File: config.mk
export PLATFORM = sky130hd
export DESIGN_NAME = gjs_ctrl
export DESIGN_NICKNAME = d
export VERILOG_FILES = /design/src/gjs_pkg.sv /design/src/gjs_ctrl.sv
export SDC_FILE = /design/constraint.sdc
export NUM_CORES = 1
export LEC_CHECK = 0
export ABC_CLOCK_PERIOD_IN_PS = 1600
export BUFFER_PORTS_ARGS = -buffer_cell sky130_fd_sc_hd__buf_4
export CAP_MARGIN = 10
export CORE_AREA = 2 2 39 41
export CTS_CLUSTER_SIZE = 30
export DETAILED_ROUTE_END_ITERATION = 6
export DIE_AREA = 0 0 41 43
export GPL_ROUTABILITY_DRIVEN = 0
export SETUP_SLACK_MARGIN = 0.02
export SLEW_MARGIN = 20
export SYNTH_ARGS = -nofsm -noshare
export SYNTH_HDL_FRONTEND = slang
export SYNTH_SLANG_ARGS = --single-unit
File: constraint.sdc
create_clock -name clk -period 1.6 [get_ports clk]
set_clock_uncertainty 0.05 [all_clocks]
set_input_delay 0.32 -clock clk [delete_from_list [all_inputs] [get_ports clk]]
set_output_delay 0.32 -clock clk [all_outputs]
set_load 0.03 [all_outputs]
File: src/gjs_pkg.sv
// gjs_pkg: shared types and constants for the two-stage greedy job scheduler
// holds mode and register codes, field widths and the controller/datapath structs
// no dependencies

package gjs_pkg;

  // item kinds carried in tuser
  localparam logic [1:0] MODE_LOAD_A = 2'd0;
  localparam logic [1:0] MODE_LOAD_B = 2'd1;
  localparam logic [1:0] MODE_RUN    = 2'd2;

  // configuration register indexes
  localparam logic [1:0] REG_STAGE_A_MACHINES = 2'd0;
  localparam logic [1:0] REG_STAGE_B_MACHINES = 2'd1;
  localparam logic [1:0] REG_JOB_COUNT        = 2'd2;

  // field widths
  localparam int MODE_W     = 2;
  localparam int LOAD_IDX_W = 5;
  localparam int TIME_W     = 8;
  localparam int MCFG_W     = 6;
  localparam int JCFG_W     = 11;
  localparam int CFG_IDX_W  = 2;
  localparam int CFG_DATA_W = 11;
  localparam int STAGE_A_W  = 18;
  localparam int TOTAL_W    = 19;
  localparam int IN_DATA_W  = 16;
  localparam int OUT_DATA_W = 40;

  // commands from controller to datapath
  typedef struct packed {
    logic load_a;
    logic load_b;
    logic start;
    logic scan;
    logic update;
    logic pair;
    logic out_load;
  } gjs_cmd_t;

  // status from datapath to controller
  typedef struct packed {
    logic scan_last;
    logic job_last;
    logic pair_last;
    logic jobs_zero;
  } gjs_stat_t;

endpackage

File: src/gjs_ctrl.sv
// gjs_ctrl: controller state machine for loads, scans, pairing pass and result handoff
// depends on gjs_pkg

module gjs_ctrl
  import gjs_pkg::*;
(
  input  logic              clk,
  input  logic              rst,
  input  logic              in_valid,
  output logic              in_ready,
  input  logic [MODE_W-1:0] in_mode,
  output logic              out_valid,
  input  logic              out_ready,
  output gjs_cmd_t          cmd,
  input  gjs_stat_t         stat
);

  typedef enum logic [2:0] {
    ST_IDLE,
    ST_SCAN,
    ST_SDRAIN,
    ST_UPDATE,
    ST_PAIR,
    ST_PDRAIN,
    ST_EMIT
  } state_t;

  state_t state;

  assign in_ready = state == ST_IDLE;

  always_comb begin
    cmd = '0;
    unique case (state)
      ST_IDLE: begin
        if (in_valid) begin
          unique case (in_mode)
            MODE_LOAD_A: cmd.load_a = 1'b1;
            MODE_LOAD_B: cmd.load_b = 1'b1;
            MODE_RUN:    cmd.start  = 1'b1;
            default: ;
          endcase
        end
      end
      ST_SCAN:   cmd.scan     = 1'b1;
      ST_SDRAIN: ;
      ST_UPDATE: cmd.update   = 1'b1;
      ST_PAIR:   cmd.pair     = 1'b1;
      ST_PDRAIN: ;
      ST_EMIT:   cmd.out_load = !out_valid || out_ready;
      default: ;
    endcase
  end

  always_ff @(posedge clk) begin
    if (rst) begin
      state     <= ST_IDLE;
      out_valid <= 1'b0;
    end else begin
      if (out_valid && out_ready && !cmd.out_load) out_valid <= 1'b0;
      unique case (state)
        ST_IDLE: begin
          if (cmd.start) state <= stat.jobs_zero ? ST_EMIT : ST_SCAN;
        end
        ST_SCAN: begin
          if (stat.scan_last) state <= ST_SDRAIN;
        end
        ST_SDRAIN: state <= ST_UPDATE;
        ST_UPDATE: state <= stat.job_last ? ST_PAIR : ST_SCAN;
        ST_PAIR: begin
          if (stat.pair_last) state <= ST_PDRAIN;
        end
        ST_PDRAIN: state <= ST_EMIT;
        ST_EMIT: begin
          if (cmd.out_load) begin
            out_valid <= 1'b1;
            state     <= ST_IDLE;
          end
        end
        default: state <= ST_IDLE;
      endcase
    end
  end

  a_cmd_onehot: assert property (@(posedge clk) disable iff (rst)
    $onehot0({cmd.load_a, cmd.load_b, cmd.start, cmd.scan, cmd.update, cmd.pair, cmd.out_load}))
    else $error("more than one datapath command at once");

  a_no_overwrite: assert property (@(posedge clk) disable iff (rst)
    cmd.out_load |-> (!out_valid || out_ready))
    else $error("result register loaded while a result is pending");

  a_update_next: assert property (@(posedge clk) disable iff (rst)
    cmd.update |=> (state == ST_SCAN || state == ST_PAIR))
    else $error("job update not followed by next scan or pairing pass");

  a_emit_idle: assert property (@(posedge clk) disable iff (rst)
    cmd.out_load |=> (out_valid && state == ST_IDLE))
    else $error("result load did not raise tvalid and return to idle");

endmodule

==> results.json <==
{
  "dr.pass1.iters": 2,
  "path_buf_inv": 1,
  "grt_overflow": 0,
  "grt_util_all_layers_pct": 13.7,
  "finalCritPeriodShare_pct": 97.2,
  "min_period_ns": 1.55,
  "drive_gt1_share_pct": 59.4,
  "syn_nets": 52,
  "clk_pin_slew_ns": 0.03,
  "hold_violations": 0,
  "max_stage_delay_ns": 0.36,
  "antenna_left": 0,
  "ys_types": 29,
  "dpl_cell_area_um2": 542,
  "area.growth.synth_to_final_pct": 80.7,
  "power_w": 0.00104,
  "grt_pass1_vias": 391,
  "vdd_drop_max_v": 0.000811,
  "seq_area_um2": 91.3,
  "drc": 0,
  "critical_path.top_delay_family": "simple AND/OR/NAND/NOR gates",
  "avgSynthCellArea_um2": 8.64,
  "grt_use_met1_pct": 14.8,
  "post-place-cells": 75,
  "diodes": 0,
  "min_path_type": "in2reg",
  "worstHoldStart": "rst",
  "ys_ff_latch": 4,
  "cts_tree": "yes",
  "drt_wl_total_um": 1030,
  "layout_common_cells": "buf_4, buf_6, nor2_1, clkbuf_4, dfxtp_4",
  "outcome": "finished, final reports clean",
  "syn_inst": 42,
  "slew_headroom_pct": 75.2,
  "r2r_cells": 4,
  "vias": 425,
  "nNetsFinal": 81,
  "gr-usage-met3_pct": 7.85,
  "drt-initial-drc-count": 1,
  "grt_most_used_layer": "met2",
  "path_cells": "nor3_4, nor4bb_4, buf_6",
  "cts_buffers": 3,
  "power.leakage_nw": 0.282,
  "maxSlewViolCount": 0,
  "postCtsHoldBufs": 0,
  "core_region_area_mm2": 0.00138,
  "critical_path_arrival_ns": 1.18,
  "synth_warnings": 0,
  "via_per_inst": 5.00,
  "tightest_slew_ns": 0.369,
  "dp_hpwl_um": 685,
  "tns_ns": 0,
  "initial_core_util_pct": 26.2,
  "final_cell_area_um2": 656,
  "die_h_um": 43,
  "reg2reg_to": "state[0]",
  "grt_setup_unrepaired": "true",
  "powerDensity_mw_per_mm2": 1590,
  "synth_seq_area_share_pct": 22.1,
  "antenna_found_initial": 0,
  "final_cells": 85,
  "clkLatencyLatePin_ns": 0.23,
  "critPathCaptureType": "output pin",
  "boundaryPins": 19,
  "htree_levels": 1,
  "reg2reg_slack_ns": 0.14,
  "worstPathMaxFanout": 4,
  "timing.hold.worst_endpoint": "state[2]",
  "avgRoutedWirePerCell_um": 12.1,
  "max_freq_ghz": 0.643,
  "drv_cap": 0,
  "synth_area_um2": 363,
  "crit_required_ns": 1.23,
  "r2r-start": "state[1]",
  "die-area_mm2": 0.00176,
  "hold_depth": 2,
  "io_buffers": 18,
  "grt_first_pass_wirelength_um": 1560,
  "use_met2_pct": 21.6,
  "crit_type": "reg2out",
  "setup_viol": 0,
  "clockBufferDepth": 2,
  "cts_root_buf": "clkbuf_4",
  "dieWidth_um": 41,
  "critPathSlowestCell": "dfxtp_4",
  "fillers": 143,
  "grt_max_degree": 7,
  "critPathLaunchType": "flop",
  "layout_commonest_cell": "buf_4",
  "multi_input_area_um2": 293,
  "cts_sinks": 4,
  "rows": 14
}
## how the worst max path moves through the flow
stage,start,end,depth (start not counted)
final,state[2],cmd[6],3
after global routing,state[2],cmd[6],3
after CTS,state[1],cmd[6],3
after detailed placement,state[1],state[0],3
after global placement,state[1],state[0],3
after floorplan,state[2],cmd[6],2
## metal layers
metal,part of all wire [%],up-vias,wire (µm)
met2,51,16,524
met5,0,-,0
met1,42,190,431
met3,7.2,0,74
met4,0,0,0
li1,-,219,-
## synth_stat cells
cell	instances	area share, %
o31ai_2	1	3.4
a221oi_2	1	4.1
a31oi_1	1	1.7
nand2_1	2	2.1
nor3_2	1	2.8
nor2_1	3	3.1
a211oi_1	1	2.1
or3_1	1	1.7
inv_1	2	2.1
mux2_2	1	3.1
o21bai_1	2	4.1
buf_4	1	2.1
and4b_1	1	2.8
o21ai_0	1	1.4
nand3b_1	2	4.1
a21oi_1	1	1.4
a22o_1	1	2.4
or2b_1	1	2.1
o32ai_1	1	2.4
buf_6	1	3.1
nor3b_1	2	4.1
nor3b_2	1	3.4
nor2b_1	2	3.4
nor4bb_1	1	2.8
nand2b_1	2	3.4
buf_2	1	1.4
dfxtp_1	4	22
nor4_1	1	1.7
a221o_1	2	5.5
## stage by stage
stage	hold WS [ns]	util [%]	worst slack [ns]
floorplan	0.336	-	-0.0207
global placement	0.477	39.2	0.0721
detailed placement	0.476	39.2	0.0509
CTS	0.223	45.3	0.0183
global route	0.218	47.4	-0.0274
finish	0.229	47.4	0.0455
## sequential cells by signal, indices dropped and copies added, names as in the netlist
signal	count
state	3
out_valid	1
## report_power, final
| part | internal (W) | total [W] | leakage (nW) | switching [W] |
|---|---|---|---|---|
| Combinational | 0.000374 | 0.000718 | 0.234 | 0.000344 |
| Clock | 0.0000838 | 0.000123 | 0.0138 | 0.0000395 |
| Sequential | 0.000145 | 0.000202 | 0.0348 | 0.0000571 |
| Total | 0.000602 | 0.00104 | 0.282 | 0.000441 |
## cells by family after synthesis
group | share of synthesized area, %
AND/OR/NAND/NOR | 37.6
AO/OA/AOI/OAI | 28.6
buffers and inverters | 8.62
flip-flops | 22.1
multiplexers | 3.10
## area by class of cell
class	instances	area share, %
clock buffer	3	3.44
inverter	2	1.15
multi-input combinational	33	44.7
sequential	4	13.9
tap	16	3.05
timing repair buffer	27	33.8
## what timing repair did
action | in CTS | in global routing
setup buffers | 6 | 1
pin swaps | 1 | 5
gates resized for setup | 6 | 6
setup endpoints to repair | 7 | 5
No activity file was read; power rests on OpenSTA's default activity.
